File: src/hw/rtl/swm_pkg.sv
// swm_pkg: shared types, constants and the letter code table for the soundex word matcher
// no dependencies; every other file of the block imports it

package swm_pkg;

    localparam int TEXT_W        = 8;
    localparam int LETTER_W      = 7;
    localparam int DIGIT_W       = 3;
    localparam int NUM_DIGITS    = 3;
    localparam int CFG_INDEX_W   = 2;
    localparam int CFG_DATA_W    = 7;
    localparam int QUEUE_DEPTH_DEFAULT = 4;

    // configuration register indexes
    localparam logic [CFG_INDEX_W-1:0] REG_TARGET_LETTER      = 2'd0;
    localparam logic [CFG_INDEX_W-1:0] REG_TARGET_DIGIT_ONE   = 2'd1;
    localparam logic [CFG_INDEX_W-1:0] REG_TARGET_DIGIT_TWO   = 2'd2;
    localparam logic [CFG_INDEX_W-1:0] REG_TARGET_DIGIT_THREE = 2'd3;

    localparam logic [DIGIT_W-1:0] CODE_NONE = 3'd0;

    typedef enum logic [1:0] {
        TOK_SKIP,
        TOK_LETTER,
        TOK_SPACE
    } tok_kind_t;

    typedef struct packed {
        tok_kind_t             kind;
        logic [LETTER_W-1:0]   letter;   // upper-case letter
        logic [DIGIT_W-1:0]    code;     // soundex code of the letter
        logic                  last;     // last byte of the header
    } token_t;

    typedef struct packed {
        logic [LETTER_W-1:0] letter;
        logic [DIGIT_W-1:0]  digit_one;
        logic [DIGIT_W-1:0]  digit_two;
        logic [DIGIT_W-1:0]  digit_three;
    } target_t;

    // soundex code by letter position, A is 1 and Z is 26
    function automatic logic [DIGIT_W-1:0] letter_code(input logic [4:0] pos);
        logic [DIGIT_W-1:0] code;
        case (pos)
            5'd2, 5'd6, 5'd16, 5'd22:                          code = 3'd1;
            5'd3, 5'd7, 5'd10, 5'd11, 5'd17, 5'd19, 5'd24, 5'd26: code = 3'd2;
            5'd4, 5'd20:                                       code = 3'd3;
            5'd12:                                             code = 3'd4;
            5'd13, 5'd14:                                      code = 3'd5;
            5'd18:                                             code = 3'd6;
            default:                                           code = CODE_NONE;
        endcase
        return code;
    endfunction

endpackage

File: src/hw/rtl/swm_if.sv
// swm_if: valid/ready channel interfaces for text bytes and match results
// depends on swm_pkg for field widths

interface swm_in_if
    import swm_pkg::*;
();
    logic                valid;
    logic                ready;
    logic [TEXT_W-1:0]   text_byte;
    logic                final_byte;

    modport source (output valid, output text_byte, output final_byte, input ready);
    modport sink   (input valid, input text_byte, input final_byte, output ready);
endinterface

interface swm_out_if
    import swm_pkg::*;
();
    logic valid;
    logic ready;
    logic matched;

    modport source (output valid, output matched, input ready);
    modport sink   (input valid, input matched, output ready);
endinterface

File: src/hw/rtl/swm_front.sv
// swm_front: accepts text beats and turns each byte into a token for the queue
// depends on swm_pkg and swm_in_if

module swm_front
    import swm_pkg::*;
(
    swm_in_if.sink      text_ch,
    output logic        push_valid,
    output token_t      push_tok,
    input  logic        push_ready
);

    logic [TEXT_W-1:0]   b;
    logic [LETTER_W-1:0] upper;
    tok_kind_t           kind;

    assign b     = text_ch.text_byte;
    // clearing bit 5 folds lower case onto upper case
    assign upper = b[LETTER_W-1:0] & ~7'h20;

    always_comb
    begin
        case (b) inside
            8'h20, [8'h09:8'h0D]:        kind = TOK_SPACE;
            [8'h41:8'h5A], [8'h61:8'h7A]: kind = TOK_LETTER;
            default:                     kind = TOK_SKIP;
        endcase
    end

    assign push_tok.kind   = kind;
    assign push_tok.letter = upper;
    assign push_tok.code   = letter_code(upper[4:0]);
    assign push_tok.last   = text_ch.final_byte;

    // ignored bytes that do not close the header never enter the queue
    assign push_valid    = text_ch.valid && (kind != TOK_SKIP || text_ch.final_byte);
    assign text_ch.ready = push_ready;

endmodule

File: src/hw/rtl/swm_queue.sv
// swm_queue: small token fifo between front and back
// depends on swm_pkg for token_t

module swm_queue
    import swm_pkg::*;
#(
    parameter int DEPTH = QUEUE_DEPTH_DEFAULT
)
(
    input  logic   clk,
    input  logic   rst_n,
    input  logic   push_valid,
    input  token_t push_tok,
    output logic   push_ready,
    output logic   pop_valid,
    output token_t pop_tok,
    input  logic   pop_ready
);

    localparam int PTR_W   = (DEPTH > 1) ? $clog2(DEPTH) : 1;
    localparam int COUNT_W = $clog2(DEPTH + 1);
    localparam logic [PTR_W-1:0]   PTR_LAST  = PTR_W'(DEPTH - 1);
    localparam logic [COUNT_W-1:0] COUNT_MAX = COUNT_W'(DEPTH);

    token_t             slot_reg [DEPTH];
    logic [PTR_W-1:0]   wr_ptr_reg, wr_ptr_next;
    logic [PTR_W-1:0]   rd_ptr_reg, rd_ptr_next;
    logic [COUNT_W-1:0] count_reg, count_next;
    logic               do_push, do_pop;

    assign push_ready = (count_reg != COUNT_MAX);
    assign pop_valid  = (count_reg != '0);
    assign pop_tok    = slot_reg[rd_ptr_reg];
    assign do_push    = push_valid && push_ready;
    assign do_pop     = pop_valid && pop_ready;

    always_comb
    begin
        wr_ptr_next = wr_ptr_reg;
        rd_ptr_next = rd_ptr_reg;
        count_next  = count_reg;
        if (do_push)
        begin
            wr_ptr_next = (wr_ptr_reg == PTR_LAST) ? '0 : wr_ptr_reg + 1'b1;
        end
        if (do_pop)
        begin
            rd_ptr_next = (rd_ptr_reg == PTR_LAST) ? '0 : rd_ptr_reg + 1'b1;
        end
        if (do_push && !do_pop)
        begin
            count_next = count_reg + 1'b1;
        end
        else if (do_pop && !do_push)
        begin
            count_next = count_reg - 1'b1;
        end
    end

    always_ff @(posedge clk or negedge rst_n)
    begin
        if (!rst_n)
        begin
            wr_ptr_reg <= '0;
            rd_ptr_reg <= '0;
            count_reg  <= '0;
        end
        else
        begin
            wr_ptr_reg <= wr_ptr_next;
            rd_ptr_reg <= rd_ptr_next;
            count_reg  <= count_next;
        end
    end

    always_ff @(posedge clk)
    begin
        if (do_push)
        begin
            slot_reg[wr_ptr_reg] <= push_tok;
        end
    end

endmodule

File: src/hw/rtl/swm_back.sv
// swm_back: builds each word's soundex code, compares with the target, holds the result beat
// depends on swm_pkg and swm_out_if

module swm_back
    import swm_pkg::*;
(
    input  logic       clk,
    input  logic       rst_n,
    input  target_t    target,
    input  logic       tok_valid,
    input  token_t     tok,
    output logic       tok_ready,
    swm_out_if.source  result_ch
);

    logic [LETTER_W-1:0] word_letter_reg, word_letter_next;
    logic                word_started_reg, word_started_next;
    logic [DIGIT_W-1:0]  word_digits_reg [NUM_DIGITS];
    logic [DIGIT_W-1:0]  word_digits_next [NUM_DIGITS];
    logic [1:0]          digit_count_reg, digit_count_next;
    logic [DIGIT_W-1:0]  previous_code_reg, previous_code_next;
    logic                match_seen_reg, match_seen_next;
    logic                out_valid_reg, out_valid_next;
    logic                matched_reg, matched_next;
    logic                tok_fire;
    logic                hit;

    // a last token needs the result register free or draining this cycle
    assign tok_ready = !tok.last || !out_valid_reg || result_ch.ready;
    assign tok_fire  = tok_valid && tok_ready;

    always_comb
    begin
        word_letter_next   = word_letter_reg;
        word_started_next  = word_started_reg;
        word_digits_next   = word_digits_reg;
        digit_count_next   = digit_count_reg;
        previous_code_next = previous_code_reg;
        match_seen_next    = match_seen_reg;
        out_valid_next     = out_valid_reg && !result_ch.ready;
        matched_next       = matched_reg;
        hit                = 1'b0;

        if (tok_fire)
        begin
            if (tok.kind == TOK_LETTER)
            begin
                if (!word_started_reg)
                begin
                    // first letter is kept as the word letter and only primes duplicate suppression
                    word_started_next  = 1'b1;
                    word_letter_next   = tok.letter;
                    previous_code_next = tok.code;
                end
                else if (tok.code != CODE_NONE)
                begin
                    if (tok.code != previous_code_reg && digit_count_reg != 2'd3)
                    begin
                        word_digits_next[digit_count_reg] = tok.code;
                        digit_count_next = digit_count_reg + 1'b1;
                    end
                    previous_code_next = tok.code;
                end
            end

            if (tok.kind == TOK_SPACE || tok.last)
            begin
                hit = word_started_next && (target.letter != '0)
                    && (word_letter_next == target.letter)
                    && (word_digits_next[0] == target.digit_one)
                    && (word_digits_next[1] == target.digit_two)
                    && (word_digits_next[2] == target.digit_three);
                match_seen_next    = match_seen_reg || hit;
                word_letter_next   = '0;
                word_started_next  = 1'b0;
                word_digits_next   = '{default: '0};
                digit_count_next   = '0;
                previous_code_next = CODE_NONE;
            end

            if (tok.last)
            begin
                out_valid_next  = 1'b1;
                matched_next    = match_seen_next;
                match_seen_next = 1'b0;
            end
        end
    end

    always_ff @(posedge clk or negedge rst_n)
    begin
        if (!rst_n)
        begin
            word_letter_reg   <= '0;
            word_started_reg  <= 1'b0;
            word_digits_reg   <= '{default: '0};
            digit_count_reg   <= '0;
            previous_code_reg <= CODE_NONE;
            match_seen_reg    <= 1'b0;
            out_valid_reg     <= 1'b0;
        end
        else
        begin
            word_letter_reg   <= word_letter_next;
            word_started_reg  <= word_started_next;
            word_digits_reg   <= word_digits_next;
            digit_count_reg   <= digit_count_next;
            previous_code_reg <= previous_code_next;
            match_seen_reg    <= match_seen_next;
            out_valid_reg     <= out_valid_next;
        end
    end

    always_ff @(posedge clk)
    begin
        matched_reg <= matched_next;
    end

    assign result_ch.valid   = out_valid_reg;
    assign result_ch.matched = matched_reg;

endmodule

File: src/hw/rtl/soundex_word_matcher_core.sv
// soundex_word_matcher_core: top level of the soundex word matcher
// depends on swm_pkg, swm_if, swm_front, swm_queue and swm_back
//
// usage
// - text_ch carries one header byte per beat with final_byte set on the last byte;
//   whitespace and the last byte close a word, other non-letters are skipped
// - each closed word gets a four-character soundex code that is compared with
//   the target code held in the four configuration registers
// - result_ch carries one beat per header, on its last byte: matched is 1 if
//   any word of the header hit the target
// - configuration: write_enable, write_index, write_data; write only while idle
// - throughput: one byte per cycle while the queue has room, set by the back end taking one token a cycle
//   unless a last token waits for the result register; result path: the last byte's token is written into the
//   queue, then the back end registers the result beat; tokens queued ahead of it are taken first
// - receiver stall: the result sits in the output register; the back end keeps
//   working until the next header's last byte reaches it, then the queue of
//   QUEUE_DEPTH tokens fills and text_ch.ready drops
// - reset: clears targets to zero (never match), word state, match memory and queue

module soundex_word_matcher_core
    import swm_pkg::*;
#(
    parameter int QUEUE_DEPTH = QUEUE_DEPTH_DEFAULT
)
(
    input  logic                   clk,
    input  logic                   rst_n,
    swm_in_if.sink                 text_ch,
    swm_out_if.source              result_ch,
    input  logic                   write_enable,
    input  logic [CFG_INDEX_W-1:0] write_index,
    input  logic [CFG_DATA_W-1:0]  write_data
);

    target_t target_reg, target_next;

    // tokens from front to queue
    logic   push_valid;
    token_t push_tok;
    logic   push_ready;

    // tokens from queue to back
    logic   pop_valid;
    token_t pop_tok;
    logic   pop_ready;

    // target code registers
    always_comb
    begin
        target_next = target_reg;
        if (write_enable)
        begin
            case (write_index)
                REG_TARGET_LETTER:      target_next.letter      = write_data;
                REG_TARGET_DIGIT_ONE:   target_next.digit_one   = write_data[DIGIT_W-1:0];
                REG_TARGET_DIGIT_TWO:   target_next.digit_two   = write_data[DIGIT_W-1:0];
                REG_TARGET_DIGIT_THREE: target_next.digit_three = write_data[DIGIT_W-1:0];
                default:                target_next = target_reg;
            endcase
        end
    end

    always_ff @(posedge clk or negedge rst_n)
    begin
        if (!rst_n)
        begin
            target_reg <= '0;
        end
        else
        begin
            target_reg <= target_next;
        end
    end

    // front: byte classification and case folding
    swm_front u_front (
        .text_ch    (text_ch),
        .push_valid (push_valid),
        .push_tok   (push_tok),
        .push_ready (push_ready)
    );

    // decoupling queue, lets the front keep taking bytes while the result waits
    swm_queue #(
        .DEPTH (QUEUE_DEPTH)
    ) u_queue (
        .clk        (clk),
        .rst_n      (rst_n),
        .push_valid (push_valid),
        .push_tok   (push_tok),
        .push_ready (push_ready),
        .pop_valid  (pop_valid),
        .pop_tok    (pop_tok),
        .pop_ready  (pop_ready)
    );

    // back: word code build, compare and result register
    swm_back u_back (
        .clk       (clk),
        .rst_n     (rst_n),
        .target    (target_reg),
        .tok_valid (pop_valid),
        .tok       (pop_tok),
        .tok_ready (pop_ready),
        .result_ch (result_ch)
    );

endmodule
File: src/flat_wrapper.sv
// flat-port wrapper written by rule: the top's interface ports become plain ports
module soundex_word_matcher_core_flat import swm_pkg::*;
#(
    parameter int QUEUE_DEPTH = QUEUE_DEPTH_DEFAULT
)
  (clk, rst_n, write_enable, write_index, write_data, text_ch_valid, text_ch_text_byte, text_ch_final_byte, text_ch_ready, result_ch_valid, result_ch_matched, result_ch_ready);
  swm_in_if text_ch_i ();
  swm_out_if result_ch_i ();
  input  logic clk;
  input  logic rst_n;
  input  logic write_enable;
  input  logic [CFG_INDEX_W-1:0] write_index;
  input  logic [CFG_DATA_W-1:0] write_data;
  input wire logic [$bits(text_ch_i.valid)-1:0] text_ch_valid;
  input wire logic [$bits(text_ch_i.text_byte)-1:0] text_ch_text_byte;
  input wire logic [$bits(text_ch_i.final_byte)-1:0] text_ch_final_byte;
  output wire logic [$bits(text_ch_i.ready)-1:0] text_ch_ready;
  output wire logic [$bits(result_ch_i.valid)-1:0] result_ch_valid;
  output wire logic [$bits(result_ch_i.matched)-1:0] result_ch_matched;
  input wire logic [$bits(result_ch_i.ready)-1:0] result_ch_ready;
  assign text_ch_i.valid = text_ch_valid;
  assign text_ch_i.text_byte = text_ch_text_byte;
  assign text_ch_i.final_byte = text_ch_final_byte;
  assign text_ch_ready = text_ch_i.ready;
  assign result_ch_valid = result_ch_i.valid;
  assign result_ch_matched = result_ch_i.matched;
  assign result_ch_i.ready = result_ch_ready;
  soundex_word_matcher_core #(.QUEUE_DEPTH(QUEUE_DEPTH)) u_core (.clk(clk), .rst_n(rst_n), .text_ch(text_ch_i), .result_ch(result_ch_i), .write_enable(write_enable), .write_index(write_index), .write_data(write_data));
endmodule
File: config.mk
export PLATFORM = sky130hd
export DESIGN_NAME = soundex_word_matcher_core_flat
export DESIGN_NICKNAME = d
export VERILOG_FILES = /design/src/hw/rtl/swm_pkg.sv /design/src/hw/rtl/swm_if.sv /design/src/hw/rtl/swm_front.sv /design/src/hw/rtl/swm_queue.sv /design/src/hw/rtl/swm_back.sv /design/src/hw/rtl/soundex_word_matcher_core.sv /design/src/flat_wrapper.sv
export SDC_FILE = /design/constraint.sdc
export NUM_CORES = 1
export LEC_CHECK = 0
export BUFFER_PORTS_ARGS = -buffer_cell sky130_fd_sc_hd__buf_2
export CELL_PAD_IN_SITES_DETAIL_PLACEMENT = 0
export CELL_PAD_IN_SITES_GLOBAL_PLACEMENT = 1
export CORE_MARGIN = 3
export CORE_UTILIZATION = 50
export CTS_CLUSTER_SIZE = 10
export DETAILED_ROUTE_END_ITERATION = 10
export PLACE_DENSITY_LB_ADDON = 0.25
export SYNTH_ARGS = -nofsm -noshare
export SYNTH_HDL_FRONTEND = slang
export SYNTH_HIERARCHICAL = 1
export SYNTH_SLANG_ARGS = --single-unit
File: constraint.sdc
create_clock -name clk -period 3.3 [get_ports clk]
set_input_delay 0.66 -clock clk [delete_from_list [all_inputs] [get_ports clk]]
set_output_delay 0.66 -clock clk [all_outputs]
set_load 0.05 [all_outputs]
==> parameters.txt, run 1 <==
Parameter                              Value

Die
  Number of rows created at floorplan    35
  Width of the die    105.8 um
  Initial core utilization    between 50 and 60%
  Number of I/O pins    26
  Core box area    9459 um^2
  Chip Height    roughly 110 um
  Die area    11200 um^2

STA
  Final max-slew violation count    0
  Setup-violating endpoint count in the final report    0
  Slew HR    around 28%
  Final hold viol count    0
  Maximum clock frequency    between 300 and 400 MHz
  Unrepaired setup endpoints after global routing    no
  Worst Slack Setup Final    0.2135 ns
  Layout Skew    ~0.014 ns
  Setup Total Neg Slack    0 ns
  Final critical path time including I/O delays and setup    around 3 ns
  Period utilization    between 90 and 100%
  Actual transition at the worst max-transition pin    around 1.1 ns

Setup path
  Data arrival, critical path    ~3.4 ns
  CP Cell Sequence    buf_4, mux4_2, xor2_1, nor3_2, nor3b_1, mux2i_1, nand4_1, o41ai_2
  Required @ worst endpoint    around 3.6 ns
  Top Family by Delay on Critical Path    multiplexers
  Slack of the worst reg-to-reg path    0.21 ns
  Top fanout value on the critical path    11
  Number of cells on the worst reg-to-reg path    8
  Buffers plus inverters on the worst setup path    1
  CP startpoint kind    register
  R2r startpoint    u_core/u_queue/rd_ptr_reg[0]
  Setup crit end kind    register
  Endpoint of the most critical register-to-register path    u_core/u_back/match_seen_reg
  Critical path type    reg -> reg
  Cell with the biggest individual delay on the critical path    mux4_2
  Peak per-stage delay on the critical path    about 0.65 ns

Layout
  Share of final-layout standard cells stronger than drive strength 1    roughly 27%
  FF/Latch Area    2768 um^2
  Multi-input gate area    about 2000 um^2
  Layout Area Growth over Synthesis    10.90%
  Largest register FFs    52
  Final core utilization    just under 60%
  Final Cell Area    5525 um^2
  Nets    roughly 430
  Diode count    0
  Layout fillers    a little under 800

Placement
  Buffers added on ports    25
  Placer Congestion    0.7936
  Worst slack at placement    -0.06378 ns
  Cell area after placement    ~5300 um^2
  HPWL after DPL    6964 um

Routing
  Number of iterations in the first detailed-routing pass    5
  Total length of routed wires    ~9400 um
  Vias    2968
  Routed wire length per instance    ~18 um
  Drt initial violations    187
  Post-detailed-route count of antenna-violating nets    0
  DRC    0
  Via density per instance    around 5.6

GRT
  Number of global-route vias before repair    3081
  First-pass GRT wire length    between 15000 and 20000 um
  Residual overflow from global routing    0
  Pin count of the biggest net entering global routing    48
  Tot GR Track Use    between 10% and 20%
  Initial antenna violation count    0

Min path
  Type of the worst min-delay path    in -> async

Pwr
  Switching fraction of total power    between 30% and 40%
  Proportion of power drawn by combinational gates    a little under 40%
  P per Cell Area    758.5 nW/um^2
  Share of power burned in the clock network    between 10% and 20%
  Worst voltage drop across the vdd grid    about 0.36 mV
  Internal power consumption    ~2.6 mW
  Net switching component of the power    between 1.5 and 2 mW
  Pleak    2.195 nW
  Power after layout    roughly 4.2 mW
  Flop pwr share    between 40% and 50%

Clock tree
  Cell chosen for the clock root    clkbuf_8
  Clock tree from TritonCTS    done
  Count of hold buffers inserted by post-cts repair    0
  Number of post-CTS setup repair buffers    0
  Clock transition time at the flip-flop clock pins of the worst setup and hold paths    around 0.11 ns
  Maximum level of the CTS H-tree    3
  Cells resized by post-CTS repair    0
  Total number of clock tree sinks    100
  Clock latency on the worst-skew pair    0.36 ns
  Number of buffers created by CTS    9
  Bufs on Longest Clock Path    2

Logic synthesis
  Multiplexer fraction of the synthesized cell area    between 10% and 20%
  Ranking of synthesized cells by instance count    edfxtp_1 (53), dfrtp_1 (47), inv_1 (22)
  Synthesized-area fraction occupied by adder cells    around 4%
  Leading cell types by total area after synthesis    edfxtp_1 (32%), dfrtp_1 (24%), mux4_2 (5.0%)
  Post-synthesis share of cell area spent on and, or, nand and nor gates    8.086%
  Dominant cell type by area after synthesis    edfxtp_1
  Complex-gate fraction of the synthesized area    just under 10%
  Synthesized net count    395
  Count of yosys warnings during synthesis    6
  Dominant synthesized flop cell    edfxtp_1
  Count of flip-flops with a built-in enable after synthesis    53
  Gate Count Post-Synth    around 360
  Share of flip-flops with an asynchronous set or reset after synthesis    47.00%
  Synth unique cells    between 60 and 70
  Sequential area share after synthesis    a little under three fifths
  Average size of a mapped cell    about 14 um^2
  Main combinational cell family by area after synthesis    multiplexers
  Proportion of netlist area held by the largest area contributor    between 30% and 40%
  Mapped cell area    ~5000 um^2
  Post-synthesis share of cell area spent on xor and xnor gates    about 4.6%
  Register bit count reported by yosys    100
  Most frequent cell after synthesis    edfxtp_1

Run status
  Outcome    finished clean

Job
  Maximum Capacitance Violations    0
[cell usage in the layout (no fill, tap or decap), types with 6 or more instances in the layout]
cell / n
mux2_2: 20
buf_2: 25
dfrtp_1: 47
nand3_1: 10
mux2i_1: 8
inv_1: 22
o21ai_0: 11
nor2_1: 13
buf_4: 17
xnor2_1: 9
edfxtp_1: 53
clkbuf_8: 9
a21oi_1: 7
ha_1: 14
nand2_1: 6
mux4_2: 11
a22o_1: 9
a32o_1: 9
xor2_1: 17
[metrics by stage]
step	cells	hold slack [ns]
5_1_grt	527	0.5119
3_3_place_gp	511	0.4571
4_1_cts	527	0.4994
3_5_place_dp	511	0.4718
2_1_floorplan	357	0.3644
6_report	527	0.4957
[routing by layer]
metal  vias up  part of all wire [%]  track usage [%]
li1       1415                     -                -
met5         -                     0                0
met4         0                  0.61            4.255
met3         4                   3.9            3.980
met2        66                    52            31.60
met1      1483                    44            22.34
[power groups by stage]
stage,combinational (mW),clock (mW),sequential (mW)
4_1_cts,1.69,0.798,1.77
5_1_grt,1.83,0.845,1.80
3_5_place_dp,1.68,0,1.79
3_3_place_gp,1.64,0,1.78
2_1_floorplan,1.27,0,1.76
6_report,1.67,0.762,1.76
[final cells by class]
type,instances,share of cell area (%)
Multi-Input combinational cell,213,35.71
Timing Repair Buffer,46,6.024
Clock inverter,7,1.404
Sequential cell,100,50.09
Clock buffer,9,2.242
Inverter,23,1.608
Tap cell,129,2.921
[worst max-delay path by stage]
| stage | to | start | slack (ns) | cells after the start |
|---|---|---|---|---|
| 2_1_floorplan | u_core/u_queue/count_reg[2] | text_ch_text_byte[0] | 0.02 | 13 |
| 3_3_place_gp | u_core/u_queue/count_reg[2] | text_ch_text_byte[0] | 0.02 | 14 |
| 3_5_place_dp | u_core/u_queue/count_reg[2] | text_ch_text_byte[1] | -0.06 | 14 |
| 4_1_cts | u_core/u_back/match_seen_reg | u_core/u_queue/rd_ptr_reg[0] | 0.18 | 8 |
| 5_1_grt | u_core/u_back/match_seen_reg | u_core/u_queue/rd_ptr_reg[0] | 0.04 | 8 |
| 6_report | u_core/u_back/match_seen_reg | u_core/u_queue/rd_ptr_reg[0] | 0.21 | 8 |
[worst register-to-register path, stage by stage, from the launching register on]
cell	delay, ns
dfrtp_1	0.52
buf_4	0.21
mux4_2	0.65
xor2_1	0.24
nor3_2	0.10
nor3b_1	0.51
mux2i_1	0.29
nand4_1	0.17
o41ai_2	0.30
[cell families after synthesis]
group           count (synthesis)
flops                         100
simple gates                   65
compound gates                 63
buf+inv                        44
mux                            43
xor+xnor                       26
fa+ha+maj                      15
other cells                     1
No activity file was read; power rests on OpenSTA's default activity.
==> inputs of run 2 (changes only) <==
- SYNTH_HIERARCHICAL: 1 -> not set
==> parameters.txt, run 2 <==
Parameter                              Value

Run status
  Outcome    finished clean

Clock tree
  Clock tree from TritonCTS    done
  Maximum level of the CTS H-tree    3 (unchanged)
  Cell chosen for the clock root    clkbuf_8
  Number of post-CTS setup repair buffers    0 (unchanged)
  Number of buffers created by CTS    9 (unchanged)
  Cells resized by post-CTS repair    0 (unchanged)
  Clock transition time at the flip-flop clock pins of the worst setup and hold paths    0.10 ns (about the same)
  Count of hold buffers inserted by post-cts repair    0 (unchanged)
  Total number of clock tree sinks    96 (-4.0%)
  Clock latency on the worst-skew pair    0.36 ns (about the same)
  Bufs on Longest Clock Path    2 (unchanged)

Setup path
  Slack of the worst reg-to-reg path    0.34 ns (+0.13 ns)
  Number of cells on the worst reg-to-reg path    8 (unchanged)
  Top fanout value on the critical path    5 (-6)
  Timing startpoint of the critical path    text_ch_text_byte[0]
  Data arrival, critical path    3.26 ns (-0.09 ns)
  R2r startpoint    u_core.u_queue.rd_ptr_reg[1]
  CP startpoint kind    primary input
  Setup crit end kind    register
  Endpoint of the most critical register-to-register path    u_core.u_back.match_seen_reg
  Destination of the critical timing path    u_core.u_queue.count_reg[2]
  Critical path type    in -> reg
  Required @ worst endpoint    3.59 ns (+0.03 ns)

Layout
  Share of final-layout standard cells stronger than drive strength 1    23.18% (-3.7 points)
  Post-layout instance count excluding filler cells    582 (+10%)
  Layout Area Growth over Synthesis    12.57%
  FF/Latch Area    2649 um^2 (-4.3%)
  Leading cell type in the layout, fill and taps excluded    edfxtp_1
  Nets    487 (+13%)
  Highest-count cells in the layout ignoring fill and taps    edfxtp_1 (49), dfrtp_1 (46), nand2_1 (30)
  Final core utilization    59.27% (+0.86 points)
  Final Cell Area    5580 um^2 (+1.0%)
  Layout fillers    787 (unchanged)
  Largest register FFs    48 (-7.7%)
  Multi-input gate area    2143 um^2 (+8.6%)
  Diode count    0 (unchanged)

Min path
  Type of the worst min-delay path    in -> async

Pwr
  Proportion of power drawn by combinational gates    40.6% (+0.8 points)
  Worst voltage drop across the vdd grid    0.4260 mV (+17%)
  Share of power burned in the clock network    20.0% (+1.8 points)
  Pleak    2.262 nW (+3.0%)
  Internal power consumption    2.671 mW (+2.3%)
  Net switching component of the power    1.623 mW (+2.8%)
  Flop pwr share    39.4% (-2.6 points)
  Switching fraction of total power    37.80% (+0.11 points)
  Power after layout    4.294 mW (+2.5%)
  P per Cell Area    769.5 nW/um^2 (+1.4%)

Placement
  Placer Congestion    0.8491 (+7.0%)
  Cell area after placement    5359 um^2 (+0.66%)
  HPWL after DPL    7310 um (+5.0%)
  Buffers added on ports    25 (unchanged)
  Worst slack at placement    -0.07254 ns (-0.008753 ns)
  Cell Count Post-Placement    566 (+11%)

STA
  Actual transition at the worst max-transition pin    1.042 ns (-0.03410 ns)
  Final hold viol count    0 (unchanged)
  Worst Slack Setup Final    0.3276 ns (+0.1141 ns)
  Final max-slew violation count    0 (unchanged)
  Setup Total Neg Slack    0 ns (unchanged)
  Maximum clock frequency    336.4 MHz (+3.8%)
  Period utilization    90.07% (-3.5 points)
  Worst Hold Slack    0.4652 ns (-0.03052 ns)
  Layout Skew    0.01043 ns (-0.003162 ns)
  Unrepaired setup endpoints after global routing    no
  Slew HR    30.52% (+2.3 points)
  Setup-violating endpoint count in the final report    0 (unchanged)
  Final critical path time including I/O delays and setup    2.972 ns (-0.1141 ns)

Routing
  Routed wire length per instance    17.21 um (-3.4%)
  Via density per instance    5.662 (+0.53%)
  Post-detailed-route count of antenna-violating nets    0 (unchanged)
  Total length of routed wires    10020 um (+6.6%)
  DRC    0 (unchanged)
  Drt initial violations    135 (-28%)
  Vias    3295 (+11%)
  Number of iterations in the first detailed-routing pass    4 (-1)

Logic synthesis
  Count of yosys warnings during synthesis    0 (-6)
  Count of flip-flops with a built-in enable after synthesis    49 (-7.5%)
  Sequential area share after synthesis    53.41% (-2.1 points)
  Dominant synthesized flop cell    edfxtp_1
  Synthesized net count    439 (+11%)
  Synth unique cells    65 (unchanged)
  Average size of a mapped cell    12.39 um^2 (-11%)
  Share of flip-flops with an asynchronous set or reset after synthesis    48.96% (+2.0 points)
  Proportion of netlist area held by the largest area contributor    29.68% (-2.3 points)
  Dominant cell type by area after synthesis    edfxtp_1
  Register bit count reported by yosys    96 (-4.0%)
  Gate Count Post-Synth    400 (+12%)
  Leading cell types by total area after synthesis    edfxtp_1 (30%), dfrtp_1 (24%), mux2_2 (4.5%)
  Mapped cell area    4957 um^2 (-0.50%)
  Most frequent cell after synthesis    edfxtp_1
  Ranking of synthesized cells by instance count    edfxtp_1 (49), dfrtp_1 (47), nand2_1 (30)

Die
  Die area    11150 um^2 (-0.47%)
  Width of the die    105.6 um (-0.24%)
  Chip Height    105.6 um (-0.24%)
  Number of I/O pins    26 (unchanged)
  Initial core utilization    52.65% (about the same)
  Number of rows created at floorplan    35 (unchanged)
  Core box area    9415 um^2 (-0.46%)

GRT
  Initial antenna violation count    0 (unchanged)
  Pin count of the biggest net entering global routing    48 (unchanged)
  Number of global-route vias before repair    3335 (+8.2%)
  First-pass GRT wire length    16900 um (+8.4%)
  Tot GR Track Use    19.10% (+1.2 points)
  Residual overflow from global routing    0 (unchanged)

Job
  Maximum Capacitance Violations    0 (unchanged)
==> run 2: critical path, cell delays in order <==
cell       delay, ns
buf_2           0.10
inv_1           0.13
ha_1            0.19
o21ai_0         0.09
a21oi_1         0.16
nor2_1          0.06
a2111oi_1       0.40
buf_4           0.20
o311a_1         0.17
ha_1            0.18
inv_1           0.06
fa_1            0.43
xor2_1          0.17
nor2_1          0.12
xor2_1          0.15
==> run 2: kinds of logic (layout without fill, tap and decap cells) <==
group / count (synthesis) / after routing / share of synthesized area (%)
compound gates: 89 / 89 / 13.48
buf+inv: 39 / 92 / 3.382
xor+xnor: 18 / 18 / 3.483
mux: 38 / 38 / 11.43
flops: 96 / 96 / 53.41
fa+ha+maj: 16 / 16 / 4.190
simple gates: 104 / 104 / 10.63
==> run 2: final cells by class <==
class | instances | share of cell area [%]
clock buffers | 10 | 2.287
clock inverters | 6 | 1.659
inverters | 27 | 1.816
multi-input cells | 265 | 38.41
flip-flops and latches | 96 | 47.47
well taps | 129 | 2.892
repair buffers | 49 | 5.471
==> run 2: layer usage <==
layer  up-vias  global-route usage [%]  share of wire (%)
met1      1638                   25.88                 46
met4         0                   4.995               0.93
met3        10                   3.246                3.3
li1       1591                       -                  -
met5         -                       0                  0
met2        56                   32.10                 50
==> run 2: how the worst min path moves through the flow <==
stage                                startpoint                          endpoint  slack [ns]  depth (start not counted)
2_1_floorplan                             rst_n              u_core.target_reg[0]        0.36                          0
3_3_place_gp   u_core.u_back.word_digits_reg[1]  u_core.u_back.word_digits_reg[1]        0.47                          2
3_5_place_dp   u_core.u_back.word_digits_reg[1]  u_core.u_back.word_digits_reg[1]        0.48                          2
4_1_cts                           write_data[4]             u_core.target_reg[13]        0.49                          3
5_1_grt                           write_data[5]             u_core.target_reg[14]        0.50                          2
6_report                                  rst_n  u_core.u_back.word_digits_reg[8]        0.47                          1
==> run 2: power by group through the flow <==
stage	clock network [mW]	logic, mW	registers [mW]
after floorplan	0	1.31	1.67
after global placement	0	1.72	1.71
after detailed placement	0	1.75	1.72
after CTS	0.874	1.76	1.69
after global routing	0.928	1.93	1.72
final	0.857	1.75	1.69
